==> src/design/iir_tdf2_pkg.sv <==
// ----------------------------------------------------------------------------
// IIR transposed direct form II filter package
// Shared types, register indexes and constants for the filter block.
// ----------------------------------------------------------------------------
`default_nettype none

package iir_tdf2_pkg;

  localparam int FILTER_ORDER_DEF = 3;
  localparam int ORDER_MAX        = 3;

  localparam int SAMPLE_W = 16;
  localparam int COEF_W   = 18;
  localparam int STATE_W  = 40;
  localparam int PROD_W   = COEF_W + SAMPLE_W;
  localparam int ACC_W    = STATE_W + 2;
  localparam int FRAC_W   = 14;

  localparam int CFG_IDX_W  = 3;
  localparam logic signed [COEF_W-1:0] COEF_B0_RESET = 18'sd16384;

  // Configuration register indexes.
  localparam logic [CFG_IDX_W-1:0] CFG_COEF_B0 = 3'd0;
  localparam logic [CFG_IDX_W-1:0] CFG_COEF_B1 = 3'd1;
  localparam logic [CFG_IDX_W-1:0] CFG_COEF_B2 = 3'd2;
  localparam logic [CFG_IDX_W-1:0] CFG_COEF_B3 = 3'd3;
  localparam logic [CFG_IDX_W-1:0] CFG_COEF_A1 = 3'd4;
  localparam logic [CFG_IDX_W-1:0] CFG_COEF_A2 = 3'd5;
  localparam logic [CFG_IDX_W-1:0] CFG_COEF_A3 = 3'd6;

  typedef struct packed {
    logic signed [SAMPLE_W-1:0] sample;
    logic                       restart;
  } iir_in_t;

  typedef struct packed {
    logic signed [SAMPLE_W-1:0] filtered;
    logic                       clipped;
  } iir_out_t;

  typedef enum logic [1:0] {
    ST_IDLE,
    ST_ROUND,
    ST_UPDATE,
    ST_PUBLISH
  } iir_state_t;

  // Commands from the controller to the datapath.
  typedef struct packed {
    logic load;     // capture the item and form b0*x
    logic round;    // form y from b0*x + s0
    logic mul;      // form b[k+1]*x and a[k+1]*y
    logic acc;      // write the next delay state
    logic publish;  // load the output register
  } iir_cmd_t;

endpackage

`default_nettype wire

==> src/design/iir_tdf2_ctrl.sv <==
// ----------------------------------------------------------------------------
// IIR filter controller
// Sequences one item through round, state update and output publish steps.
// ----------------------------------------------------------------------------
`default_nettype none

module iir_tdf2_ctrl #(
  parameter int ORDER  = iir_tdf2_pkg::FILTER_ORDER_DEF,
  parameter int STEP_W = $clog2(ORDER + 1)
) (
  input  wire                     clk,
  input  wire                     rst_n,
  input  wire                     in_valid,
  output logic                    in_stall,
  output logic                    out_valid,
  input  wire                     out_stall,
  output iir_tdf2_pkg::iir_cmd_t  cmd,
  output logic [STEP_W-1:0]       step_idx
);
  import iir_tdf2_pkg::*;

  localparam logic [STEP_W-1:0] STEP_LAST = STEP_W'(ORDER);

  iir_state_t        state_r, state_nxt;
  logic [STEP_W-1:0] step_r, step_nxt;
  logic              out_valid_r, out_valid_nxt;
  logic              out_free;

  assign out_free  = !out_valid_r || !out_stall;
  assign in_stall  = (state_r != ST_IDLE);
  assign out_valid = out_valid_r;
  assign step_idx  = step_r;

  always_ff @(posedge clk) begin
    if (!rst_n) begin
      state_r     <= ST_IDLE;
      step_r      <= '0;
      out_valid_r <= 1'b0;
    end else begin
      state_r     <= state_nxt;
      step_r      <= step_nxt;
      out_valid_r <= out_valid_nxt;
    end
  end

  // Next state.
  always_comb begin
    state_nxt = state_r;
    step_nxt  = step_r;
    unique case (state_r)
      ST_IDLE: begin
        if (in_valid) begin
          state_nxt = ST_ROUND;
        end
      end
      ST_ROUND: begin
        state_nxt = ST_UPDATE;
        step_nxt  = '0;
      end
      ST_UPDATE: begin
        if (step_r == STEP_LAST) begin
          state_nxt = ST_PUBLISH;
        end else begin
          step_nxt = step_r + 1'b1;
        end
      end
      ST_PUBLISH: begin
        if (out_free) begin
          state_nxt = ST_IDLE;
        end
      end
      default: state_nxt = ST_IDLE;
    endcase
  end

  // Outputs.
  always_comb begin
    cmd = '0;
    unique case (state_r)
      ST_IDLE:    cmd.load    = in_valid;
      ST_ROUND:   cmd.round   = 1'b1;
      ST_UPDATE: begin
        cmd.mul = (step_r != STEP_LAST);
        cmd.acc = (step_r != '0);
      end
      ST_PUBLISH: cmd.publish = out_free;
      default:    cmd = '0;
    endcase
    if (cmd.publish) begin
      out_valid_nxt = 1'b1;
    end else if (!out_stall) begin
      out_valid_nxt = 1'b0;
    end else begin
      out_valid_nxt = out_valid_r;
    end
  end

  a_accept_starts_round: assert property (@(posedge clk) disable iff (!rst_n)
    in_valid && !in_stall |=> state_r == ST_ROUND)
    else $error("accepted item did not start the round step");

  a_publish_no_overwrite: assert property (@(posedge clk) disable iff (!rst_n)
    cmd.publish |-> !out_valid_r || !out_stall)
    else $error("publish would overwrite a waiting result");

  a_step_in_range: assert property (@(posedge clk) disable iff (!rst_n)
    state_r == ST_UPDATE |-> step_r <= STEP_LAST)
    else $error("update step counter out of range");

  a_last_step_publishes: assert property (@(posedge clk) disable iff (!rst_n)
    state_r == ST_UPDATE && step_r == STEP_LAST |=> state_r == ST_PUBLISH)
    else $error("last update step did not lead to publish");

endmodule

`default_nettype wire

==> src/design/iir_tdf2_dp.sv <==
// ----------------------------------------------------------------------------
// IIR filter datapath
// Coefficient registers, shared multipliers, delay state line and output register.
// ----------------------------------------------------------------------------
`default_nettype none

module iir_tdf2_dp #(
  parameter int ORDER  = iir_tdf2_pkg::FILTER_ORDER_DEF,
  parameter int STEP_W = $clog2(ORDER + 1)
) (
  input  wire                                      clk,
  input  wire                                      rst_n,
  input  iir_tdf2_pkg::iir_in_t                    in_data,
  output iir_tdf2_pkg::iir_out_t                   out_data,
  input  wire                                      cfg_valid,
  input  wire [iir_tdf2_pkg::CFG_IDX_W-1:0]        cfg_index,
  input  wire [iir_tdf2_pkg::COEF_W-1:0]           cfg_data,
  input  iir_tdf2_pkg::iir_cmd_t                   cmd,
  input  wire [STEP_W-1:0]                         step_idx
);
  import iir_tdf2_pkg::*;

  localparam logic signed [ACC_W-1:0] STATE_MAX = ACC_W'({1'b0, {(STATE_W-1){1'b1}}});
  localparam logic signed [ACC_W-1:0] STATE_MIN = ~STATE_MAX;
  localparam logic signed [ACC_W-1:0] Y_MAX     = ACC_W'(32767);
  localparam logic signed [ACC_W-1:0] Y_MIN     = -ACC_W'(32768);
  localparam logic signed [ACC_W-1:0] RND_HALF  = ACC_W'(1 << (FRAC_W - 1));

  logic signed [COEF_W-1:0]   coef_b_r [0:3];
  logic signed [COEF_W-1:0]   coef_a_r [1:3];
  logic signed [SAMPLE_W-1:0] x_r;
  logic signed [SAMPLE_W-1:0] y_r;
  logic                       clip_r;
  logic signed [PROD_W-1:0]   prod_bx_r;
  logic signed [PROD_W-1:0]   prod_ay_r;
  logic signed [STATE_W-1:0]  state_r [0:ORDER-1];
  iir_out_t                   out_data_r;

  logic signed [COEF_W-1:0]   sel_b, sel_a, mul_coef;
  logic signed [SAMPLE_W-1:0] mul_x;
  logic signed [PROD_W-1:0]   prod_bx, prod_ay;
  logic signed [ACC_W-1:0]    acc_y, y_full;
  logic signed [SAMPLE_W-1:0] y_sat;
  logic                       y_clip;
  logic signed [ACC_W-1:0]    acc_s;
  logic signed [STATE_W-1:0]  s_sat;

  // Coefficient registers; an index past the last register is ignored.
  always_ff @(posedge clk) begin
    if (!rst_n) begin
      coef_b_r[0] <= COEF_B0_RESET;
      coef_b_r[1] <= '0;
      coef_b_r[2] <= '0;
      coef_b_r[3] <= '0;
      coef_a_r[1] <= '0;
      coef_a_r[2] <= '0;
      coef_a_r[3] <= '0;
    end else if (cfg_valid) begin
      unique case (cfg_index)
        CFG_COEF_B0: coef_b_r[0] <= cfg_data;
        CFG_COEF_B1: coef_b_r[1] <= cfg_data;
        CFG_COEF_B2: coef_b_r[2] <= cfg_data;
        CFG_COEF_B3: coef_b_r[3] <= cfg_data;
        CFG_COEF_A1: coef_a_r[1] <= cfg_data;
        CFG_COEF_A2: coef_a_r[2] <= cfg_data;
        CFG_COEF_A3: coef_a_r[3] <= cfg_data;
        default: ;
      endcase
    end
  end

  always_comb begin
    sel_b = coef_b_r[3];
    sel_a = coef_a_r[3];
    if (step_idx == STEP_W'(0)) begin
      sel_b = coef_b_r[1];
      sel_a = coef_a_r[1];
    end else if (step_idx == STEP_W'(1)) begin
      sel_b = coef_b_r[2];
      sel_a = coef_a_r[2];
    end
    mul_coef = cmd.load ? coef_b_r[0] : sel_b;
    mul_x    = cmd.load ? in_data.sample : x_r;
  end

  assign prod_bx = mul_coef * mul_x;
  assign prod_ay = sel_a * y_r;

  // Output: round half up at the Q.14 point, then saturate to 16 bits.
  always_comb begin
    acc_y  = ACC_W'(prod_bx_r) + ACC_W'(state_r[0]) + RND_HALF;
    y_full = acc_y >>> FRAC_W;
    y_clip = 1'b1;
    if (y_full > Y_MAX) begin
      y_sat = Y_MAX[SAMPLE_W-1:0];
    end else if (y_full < Y_MIN) begin
      y_sat = Y_MIN[SAMPLE_W-1:0];
    end else begin
      y_sat  = y_full[SAMPLE_W-1:0];
      y_clip = 1'b0;
    end
  end

  // Next delay state. The line has shifted so that the old s[k+1] sits at the
  // bottom tap; above the filter order a zero has been shifted in.
  always_comb begin
    acc_s = ACC_W'(prod_bx_r) - ACC_W'(prod_ay_r) + ACC_W'(state_r[0]);
    if (acc_s > STATE_MAX) begin
      s_sat = STATE_MAX[STATE_W-1:0];
    end else if (acc_s < STATE_MIN) begin
      s_sat = STATE_MIN[STATE_W-1:0];
    end else begin
      s_sat = acc_s[STATE_W-1:0];
    end
  end

  always_ff @(posedge clk) begin
    if (cmd.load) begin
      x_r <= in_data.sample;
    end
    if (cmd.load || cmd.mul) begin
      prod_bx_r <= prod_bx;
    end
    if (cmd.mul) begin
      prod_ay_r <= prod_ay;
    end
    if (cmd.round) begin
      y_r    <= y_sat;
      clip_r <= y_clip;
    end
    if (cmd.publish) begin
      out_data_r.filtered <= y_r;
      out_data_r.clipped  <= clip_r;
    end
  end

  // Delay state line: the round step drops s0, each update step after the first
  // appends the new state at the top; after the last step the line is back in order.
  always_ff @(posedge clk) begin
    if (!rst_n || (cmd.load && in_data.restart)) begin
      for (int j = 0; j < ORDER; j++) begin
        state_r[j] <= '0;
      end
    end else if (cmd.round || cmd.acc) begin
      for (int j = 0; j < ORDER - 1; j++) begin
        state_r[j] <= state_r[j+1];
      end
      state_r[ORDER-1] <= cmd.acc ? s_sat : '0;
    end
  end

  assign out_data = out_data_r;

  a_round_uses_clear_state: assert property (@(posedge clk) disable iff (!rst_n)
    cmd.load && in_data.restart |=> state_r[0] == '0)
    else $error("restart did not clear the delay state");

  a_clip_matches_range: assert property (@(posedge clk) disable iff (!rst_n)
    cmd.round && !y_clip |=> y_r == $past(y_full[SAMPLE_W-1:0]))
    else $error("unclipped output differs from the rounded sum");

  a_cmd_exclusive: assert property (@(posedge clk) disable iff (!rst_n)
    $onehot0({cmd.load, cmd.round, cmd.mul || cmd.acc, cmd.publish}))
    else $error("datapath commands overlap");

endmodule

`default_nettype wire

==> src/design/iir_filter_transposed_df2_top.sv <==
// ----------------------------------------------------------------------------
// IIR transposed direct form II filter, top level
// Order 1 to 3 filter with Q3.14 coefficients and 40-bit saturating states.
// ----------------------------------------------------------------------------
// Flow: an item is taken only while idle; in_stall holds off the next item
// through the round, update and publish steps, paced by the pair of shared
// 18x16 multipliers stepping once per delay state.
// Reset: rst_n is synchronous; delay states clear, b0 resets to 1.0 and all
// other coefficients to zero. The configuration port is always ready.
`default_nettype none

module iir_filter_transposed_df2_top #(
  parameter int FILTER_ORDER = iir_tdf2_pkg::FILTER_ORDER_DEF
) (
  input  wire                                   clk,
  input  wire                                   rst_n,
  input  wire                                   in_valid,
  output logic                                  in_stall,
  input  iir_tdf2_pkg::iir_in_t                 in_data,
  output logic                                  out_valid,
  input  wire                                   out_stall,
  output iir_tdf2_pkg::iir_out_t                out_data,
  input  wire                                   cfg_valid,
  output logic                                  cfg_ready,
  input  wire [iir_tdf2_pkg::CFG_IDX_W-1:0]     cfg_index,
  input  wire [iir_tdf2_pkg::COEF_W-1:0]        cfg_data
);
  import iir_tdf2_pkg::*;

  localparam int ORDER  = (FILTER_ORDER < 1) ? 1 :
                          ((FILTER_ORDER > ORDER_MAX) ? ORDER_MAX : FILTER_ORDER);
  localparam int STEP_W = $clog2(ORDER + 1);

  iir_cmd_t          cmd;
  logic [STEP_W-1:0] step_idx;

  assign cfg_ready = 1'b1;

  iir_tdf2_ctrl #(
    .ORDER  (ORDER),
    .STEP_W (STEP_W)
  ) u_ctrl (
    .clk       (clk),
    .rst_n     (rst_n),
    .in_valid  (in_valid),
    .in_stall  (in_stall),
    .out_valid (out_valid),
    .out_stall (out_stall),
    .cmd       (cmd),
    .step_idx  (step_idx)
  );

  iir_tdf2_dp #(
    .ORDER  (ORDER),
    .STEP_W (STEP_W)
  ) u_dp (
    .clk       (clk),
    .rst_n     (rst_n),
    .in_data   (in_data),
    .out_data  (out_data),
    .cfg_valid (cfg_valid && cfg_ready),
    .cfg_index (cfg_index),
    .cfg_data  (cfg_data),
    .cmd       (cmd),
    .step_idx  (step_idx)
  );

endmodule

`default_nettype wire

==> config.mk <==
export PLATFORM = sky130hd
export DESIGN_NAME = iir_filter_transposed_df2_top
export DESIGN_NICKNAME = d
export VERILOG_FILES = /design/src/design/iir_tdf2_pkg.sv /design/src/design/iir_tdf2_ctrl.sv /design/src/design/iir_tdf2_dp.sv /design/src/design/iir_filter_transposed_df2_top.sv
export SDC_FILE = /design/constraint.sdc
export NUM_CORES = 2
export LEC_CHECK = 0
export BUFFER_PORTS_ARGS = -buffer_cell sky130_fd_sc_hd__buf_4
export CORE_ASPECT_RATIO = 0.6
export CORE_MARGIN = 3
export CORE_UTILIZATION = 25
export CTS_CLUSTER_SIZE = 40
export DETAILED_ROUTE_END_ITERATION = 6
export PLACE_DENSITY = 0.49
export RECOVER_POWER = 100
export SYNTH_ARGS = -nofsm -noshare
export SYNTH_HDL_FRONTEND = slang
export SYNTH_SLANG_ARGS = --single-unit
==> constraint.sdc <==
create_clock -name clk -period 10.35 [get_ports clk]
set_clock_uncertainty 0.1 [all_clocks]
set_input_delay 1.035 -clock clk [delete_from_list [all_inputs] [get_ports clk]]
set_output_delay 1.035 -clock clk [all_outputs]
set_load 0.01 [all_outputs]
; After elaboration in Yosys (flattened, before gate mapping)
; Memories as Yosys holds them, arrays and structs flattened.
; Index checks and enable logic that the tools add are counted.
[word_totals]
mem_count = 3
input_bits = 43
register_bits = 123
latchBits = 0
ramBits = 246
mem_bits_ro = 0
[mem_list]
columns = memory, words, width, rd, rd_clocked_by_memory_dff, write_ports, line
row1 = u_dp.state_r, 3, 40, 3, 0, 3, iir_tdf2_dp.sv:36  ; logic signed [STATE_W-1:0] state_r [0:ORDER-1];
row2 = u_dp.coef_b_r, 4, 18, 4, 0, 4, iir_tdf2_dp.sv:29  ; logic signed [COEF_W-1:0] coef_b_r [0:3];
row3 = u_dp.coef_a_r, 3, 18, 3, 0, 3, iir_tdf2_dp.sv:30  ; logic signed [COEF_W-1:0] coef_a_r [1:3];
[classes]
n_reduce_logical = 16
n_lt_le_gt_ge = 4
n_eq_ne = 17
n_addsub = 5
muxes = 67
n_mul = 2
bitwise_logic = 10
n_div = 0
n_shift = 0
[ops]
columns = op, count
row1 = 40-bit 2-to-1 mux, 6
row2 = 18-bit 2-to-1 mux, 12
row3 = 18-bit by 16-bit multiplier with 34-bit output, 2
row4 = 41-bit by 15-bit adder with 42-bit output (second input constant), 1
row5 = 42-bit by 40-bit greater-than comparator with 1-bit output (second input constant), 1
row6 = 42-bit by 40-bit less-than comparator with 1-bit output (second input constant), 1
row7 = 34-bit by 40-bit adder with 41-bit output, 1
row8 = 35-bit by 40-bit adder with 41-bit output, 1
row9 = 1-bit 2-to-1 mux, 40
row10 = 34-bit by 34-bit subtractor with 35-bit output, 1
row11 = 16-bit 2-to-1 mux, 2
row12 = 28-bit by 16-bit greater-than comparator with 1-bit output (second input constant), 1
row13 = 28-bit by 16-bit less-than comparator with 1-bit output (second input constant), 1
row14 = 2-bit 2-to-1 mux, 5
row15 = 1-bit OR, 10
row16 = 3-bit equality test (second input constant), 3
row17 = 2-bit case mux with 4 select lines, 1
row18 = 2-bit equality test (second input constant), 3
row19 = 3-bit by 2-bit equality test with 1-bit output (second input constant), 2
row20 = 2-bit by 1-bit inequality test with 1-bit output (second input constant), 3
row21 = 2-bit inequality test (second input constant), 3
row22 = 2-bit nonzero test, 3
row23 = 2-bit by 1-bit equality test with 1-bit output (second input constant), 2
row24 = 2-bit zero test, 2
row25 = other kinds (9), 14

; Longest topological paths before layout
[depth]
ltp_word = 7
ltp_mapped = 35
ltp_nobuf = 33

; By module
; From an unflattened synthesis, not the netlist that was laid out.
[hier_totals]
cells_unflattened = 4102
hier_area_um2 = 41279.6
[modules_own_cells]
columns = module, seq_area_each_um2, n_inst, area_per_inst_um2, cells_each
row1 = iir_tdf2_dp, 10770.3, 1, 40911.7, 4060
row2 = iir_tdf2_ctrl, 100.1, 1, 356.6, 40
row3 = iir_filter_transposed_df2_top, 0.0, 1, 11.3, 2

; Worst setup path before layout
; OpenSTA, ideal clock, no wires.
[synth_path]
path_kind = input -> register
from = input in_valid
to = register u_dp.prod_bx_r[30], data pin
arrival_ns = 7.772
path_slack_ns = 2.220
n_path_buf = 3
stages = 29
setup_ns = 0.259
required_time_ns = 9.991
path_cell_list = and2_1 > clkbuf_1 > clkbuf_1 > mux2i_1 > clkbuf_1 > nor2_1 > fa_1 > inv_1 > fa_1 > fa_1 > inv_1 > fa_1 > fa_1 > inv_1 > fa_1 > inv_1 > ha_1 > a21o_1 > a21o_1 > a21o_1 > a2bb2oi_1 > o311a_1 > nor3_1 > a211oi_1 > o21ai_0 > a21oi_1 > a21oi_1 > nor2_1 > xnor2_1
[synth_between]
elab_chain_len = 3
elab_cells_between_ends = 4
[synth_rtl]
columns = element, line
row1 = from (decl), iir_filter_transposed_df2_top.sv:17  ; input wire in_valid,
row2 = 1-bit 2-to-1 mux (*), iir_tdf2_ctrl.sv:79  ; unique case (state_r)
row3 = 18-bit 2-to-1 mux / 16-bit 2-to-1 mux (equally long branches), "iir_tdf2_dp.sv:82, iir_tdf2_dp.sv:83"
row4 = 18-bit by 16-bit multiplier with 34-bit output (*), iir_tdf2_dp.sv:86  ; assign prod_bx = mul_coef * mul_x;
row5 = via u_dp.prod_bx[30], iir_tdf2_dp.sv:41  ; logic signed [PROD_W-1:0] prod_bx, prod_ay;
row6 = to (signal assigned), iir_tdf2_dp.sv:122  ; prod_bx_r <= prod_bx;
row7 = to (decl), iir_tdf2_dp.sv:34  ; logic signed [PROD_W-1:0] prod_bx_r;
; The timed path passes the listed nets; every way through them passes the cells marked *.
; A chain may end at the register's enable or synchronous reset.

; Worst setup path in the final report
[layout_path]
from = register u_ctrl.state_r[0]
to = register u_dp.prod_bx_r[33], data pin
[layout_between]
elab_chain_len = 4
elab_cells_between_ends = 5
[layout_rtl]
columns = element, line
row1 = from (decl), iir_tdf2_ctrl.sv:24  ; iir_state_t state_r, state_nxt;
row2 = from (signal assigned), iir_tdf2_ctrl.sv:40  ; state_r <= state_nxt;
row3 = 2-bit zero test (*), iir_tdf2_ctrl.sv:79
row4 = 1-bit 2-to-1 mux (*), iir_tdf2_ctrl.sv:79
row5 = 18-bit 2-to-1 mux / 16-bit 2-to-1 mux (equally long branches), "iir_tdf2_dp.sv:82, iir_tdf2_dp.sv:83"
row6 = 18-bit by 16-bit multiplier with 34-bit output (*), iir_tdf2_dp.sv:86
row7 = via u_dp.prod_bx[33], iir_tdf2_dp.sv:41
; Marked as above.

==> flow_summary.html <==
<table>
<tr><th>Metric</th><th>Value</th></tr>
<tr><th colspan="2">Run status</th></tr>
<tr><td>Status</td><td>finished with violations</td></tr>
<tr><td>Violations in the final reports</td><td>capacitance limit, slew limit</td></tr>
<tr><th colspan="2">Yosys</th></tr>
<tr><td>EDFF count, synth</td><td>348</td></tr>
<tr><td>Distinct cells, synth</td><td>72</td></tr>
<tr><td>Syn Area/Cell</td><td>9.97 um2</td></tr>
<tr><td>Post-synthesis instance area</td><td>0.0413 mm2</td></tr>
<tr><td>Sequential area share after synthesis</td><td>26.3%</td></tr>
<tr><td>Xor and xnor fraction of the mapped netlist area</td><td>2.89%</td></tr>
<tr><td>Synth Warn #</td><td>0</td></tr>
<tr><td>Ys flop type</td><td>sky130_fd_sc_hd__edfxtp_1</td></tr>
<tr><td>Main area contributors after synthesis</td><td>sky130_fd_sc_hd__fa_1, sky130_fd_sc_hd__edfxtp_1, sky130_fd_sc_hd__ha_1, sky130_fd_sc_hd__inv_1, sky130_fd_sc_hd__and2_1</td></tr>
<tr><td>Cell accounting for the most synthesized area</td><td>sky130_fd_sc_hd__fa_1</td></tr>
<tr><td>Multiplexer share of the synthesized area</td><td>1.29%</td></tr>
<tr><td>Dominant combinational cell family by area after synthesis</td><td>adder cells</td></tr>
<tr><td>Number of instances in the synthesized netlist</td><td>4,141</td></tr>
<tr><td>Number of synthesized register bits</td><td>369</td></tr>
<tr><td>Synthesized-area fraction occupied by ao, oa, aoi and oai cells</td><td>7.36%</td></tr>
<tr><td>Net count after synthesis</td><td>5,103</td></tr>
<tr><td>Adder and majority gate portion of the synthesized area</td><td>39.1%</td></tr>
<tr><td>Commonest cells post-synth</td><td>sky130_fd_sc_hd__inv_1, sky130_fd_sc_hd__fa_1, sky130_fd_sc_hd__nand2_1</td></tr>
<tr><td>Most numerous cell in the Yosys netlist</td><td>sky130_fd_sc_hd__inv_1</td></tr>
<tr><td>Area share of the leading cell type in the synthesized netlist</td><td>30.1%</td></tr>
<tr><td>Fraction of registers with async set/reset</td><td>0%</td></tr>
<tr><td>Post-synthesis simple-gate area fraction</td><td>13.6%</td></tr>
<tr><th colspan="2">Cells and area</th></tr>
<tr><td>Sequential standard cell area</td><td>0.0109 mm2</td></tr>
<tr><td>Final core utilization</td><td>28.0%</td></tr>
<tr><td>Filler instances</td><td>17,138</td></tr>
<tr><td>Fraction of final layout cells sized beyond drive strength 1</td><td>4.08%</td></tr>
<tr><td>Final nets</td><td>5,149</td></tr>
<tr><td>Area of the multi-input gates</td><td>0.0265 mm2</td></tr>
<tr><td>Synth-to-layout area growth</td><td>10.4%</td></tr>
<tr><th colspan="2">Floorplan</th></tr>
<tr><td>Die span in y</td><td>321 um</td></tr>
<tr><td>Area enclosed by the die boundary</td><td>0.170 mm2</td></tr>
<tr><td>I/O Pins</td><td>63</td></tr>
<tr><td>Row count</td><td>114</td></tr>
<tr><td>Floorplan Core Area</td><td>0.162 mm2</td></tr>
<tr><td>Horizontal extent of the die</td><td>531 um</td></tr>
<tr><td>Initial Utilization</td><td>25.4%</td></tr>
<tr><th colspan="2">Clocking</th></tr>
<tr><td>Number of buffers created by CTS</td><td>40</td></tr>
<tr><td>Clock root buffer</td><td>sky130_fd_sc_hd__clkbuf_16</td></tr>
<tr><td>Cts repair resizes</td><td>0</td></tr>
<tr><td>Clock tree from TritonCTS</td><td>done</td></tr>
<tr><td>Clock transition at the registers of the reported paths</td><td>0.07 ns</td></tr>
<tr><td>Num Clock Sinks</td><td>369</td></tr>
<tr><td>Clock insertion delay at the later pin of the skew report</td><td>0.62 ns</td></tr>
<tr><td>Maximum level of the CTS H-tree</td><td>2</td></tr>
<tr><td>Setup repair bufs after CTS</td><td>0</td></tr>
<tr><td>Maximum buffer depth of the clock tree</td><td>3</td></tr>
<tr><td>Number of hold buffers added after cts</td><td>0</td></tr>
<tr><th colspan="2">Route</th></tr>
<tr><td>Detailed-route wire length per cell</td><td>19.6 um</td></tr>
<tr><td>Vias post-DR</td><td>28,188</td></tr>
<tr><td>Routed metal-1 wirelength</td><td>66,100 um</td></tr>
<tr><td>Total length of routed wires</td><td>125,000 um</td></tr>
<tr><td>Top Metal Used</td><td>met4</td></tr>
<tr><td>DRC</td><td>0</td></tr>
<tr><td>Number of routed nets with antenna violations</td><td>0</td></tr>
<tr><td>Wire length on met3</td><td>12,900 um</td></tr>
<tr><td>First-pass DRT Iterations</td><td>5</td></tr>
<tr><td>Vias/cell</td><td>4.43</td></tr>
<tr><td>Amount of wire on met2 after detailed routing</td><td>44,900 um</td></tr>
<tr><td>First-iteration detailed-routing DRC count</td><td>2,393</td></tr>
<tr><th colspan="2">Timing</th></tr>
<tr><td>Setup Total Neg Slack</td><td>0 ns</td></tr>
<tr><td>Final worst-path cycle share</td><td>92.9%</td></tr>
<tr><td>Total setup violations reported at the end of the flow</td><td>0</td></tr>
<tr><td>Worst slew margin relative to its limit</td><td>-174%</td></tr>
<tr><td>Min Clock Period, post-route</td><td>9.61 ns</td></tr>
<tr><td>Fmax</td><td>104 MHz</td></tr>
<tr><td>RSZ-0062 raised after global routing</td><td>false</td></tr>
<tr><td>Final hold violation count</td><td>0</td></tr>
<tr><td>Slew Limit Fails</td><td>430</td></tr>
<tr><td>Transition at the pin with the smallest max-transition slack</td><td>4.11 ns</td></tr>
<tr><th colspan="2">Global routing</th></tr>
<tr><td>Gr ovfl total</td><td>0</td></tr>
<tr><td>Initial antenna violation count</td><td>9</td></tr>
<tr><td>Global-route wire length before repair</td><td>188,000 um</td></tr>
<tr><td>Overall routing resource usage</td><td>14.8%</td></tr>
<tr><td>Pin count of the biggest net entering global routing</td><td>81</td></tr>
<tr><td>Number of global-route vias before repair</td><td>28,825</td></tr>
<tr><th colspan="2">Placement</th></tr>
<tr><td>Buffers added on ports</td><td>61</td></tr>
<tr><td>Half-perimeter wire length after placement</td><td>99,700 um</td></tr>
<tr><td>RePlAce Congestion</td><td>0.912</td></tr>
<tr><th colspan="2">Critical path</th></tr>
<tr><td>Largest delay share family, worst path</td><td>adder cells</td></tr>
<tr><td>Sum of buffers and inverters on the critical path</td><td>4</td></tr>
<tr><td>Top cell by count, worst path</td><td>sky130_fd_sc_hd__fa_1</td></tr>
<tr><td>Setup CP Type</td><td>flop to flop</td></tr>
<tr><td>Slowest CP cell</td><td>sky130_fd_sc_hd__a311oi_1</td></tr>
<tr><td>Crit end category</td><td>flop</td></tr>
<tr><td>Maximum single-stage delay on the critical path</td><td>0.70 ns</td></tr>
<tr><td>Arrival time of the worst setup path</td><td>9.84 ns</td></tr>
<tr><td>Biggest fanout along the worst timing path</td><td>13</td></tr>
<tr><td>Startpoint type of the worst setup path</td><td>flop</td></tr>
<tr><td>Required arrival time at the worst endpoint</td><td>10.58 ns</td></tr>
<tr><th colspan="2">Worst hold path</th></tr>
<tr><td>Min-delay worst type</td><td>flop to flop</td></tr>
<tr><th colspan="2">Flow run</th></tr>
<tr><td>Maximum Capacitance Violations</td><td>12</td></tr>
</table>
==> kinds of logic after synthesis <==
logic type      count (synthesis)
flops                         369
compound gates                474
xor+xnor                      136
other cells                     1
fa+ha+maj                     919
simple gates                 1165
buf+inv                      1024
mux                            53
==> cell usage in the layout, fill, tap and decap left out, drive strengths merged, types with 4 or more instances in the layout <==
master,instances
edfxtp,348
a211oi,16
a31oi,6
mux2i,52
xor2,41
a21oi,124
nand2b,19
xnor2,95
a211o,4
dfxtp,21
bufinv,4
o211ai,5
a41o,4
a41oi,5
o31ai,24
or2,12
nor3,23
nand2,461
nor2,206
ha,299
nand4,12
buf,74
inv,899
nor2b,29
a21o,78
or3,10
o21a,16
clkbuf,104
a21boi,5
and2,337
o21bai,18
nor3b,5
fa,620
clkinv,19
nand3,24
o21ai,134
and3,15
==> final timing paths <==
check                           cells past startpoint         startpoint                 end  slack, ns
worst max-delay path                               26  u_ctrl.state_r[0]  u_dp.prod_bx_r[33]       0.74
worst min-delay path                                0        u_dp.clip_r    u_dp.out_data[0]       0.34
worst max register to register                     26  u_ctrl.state_r[0]  u_dp.prod_bx_r[33]       0.74
worst min register to register                      0        u_dp.clip_r    u_dp.out_data[0]       0.34
==> through the flow <==
stage	worst slack [ns]	hold WS [ns]	area (um2)	cells
after floorplan	2.22	0.300	41300	4141
after global placement	0.894	0.309	44500	6291
after detailed placement	0.841	0.320	44500	6291
after CTS	1.24	0.340	45900	6365
after global routing	0.317	0.362	45600	6365
final	0.737	0.337	45600	6367
==> area by class of cell <==
cell class	instances	area share (%)
tap	2146	5.89
multi-input combinational	2748	58.2
clock buffer	44	2.23
inverter	894	7.36
timing repair buffer	134	1.71
antenna	2	0.0110
clock inverter	30	0.714
sequential	369	23.9
==> per-layer routing <==
metal | vias up | global-route usage, %
li1 | 13039 | -
met4 | 0 | 1.47
met2 | 870 | 18.6
met5 | - | 0
met3 | 76 | 5.19
met1 | 14203 | 24.2
==> registers in the layout, summed over array words and instances, names as in the netlist <==
name	flops
u_ctrl.out_valid	1
u_ctrl.state_r	2
u_ctrl.step_idx	2
u_dp.clip_r	1
u_dp.coef_a_r	54
u_dp.coef_b_r	72
u_dp.out_data	17
u_dp.prod_ay_r	34
u_dp.prod_bx_r	34
u_dp.state_r	120
u_dp.x_r	16
u_dp.y_r	16
Power is not shown: default switching activity piles up to over one toggle a cycle in this logic, so the estimate is an artifact.
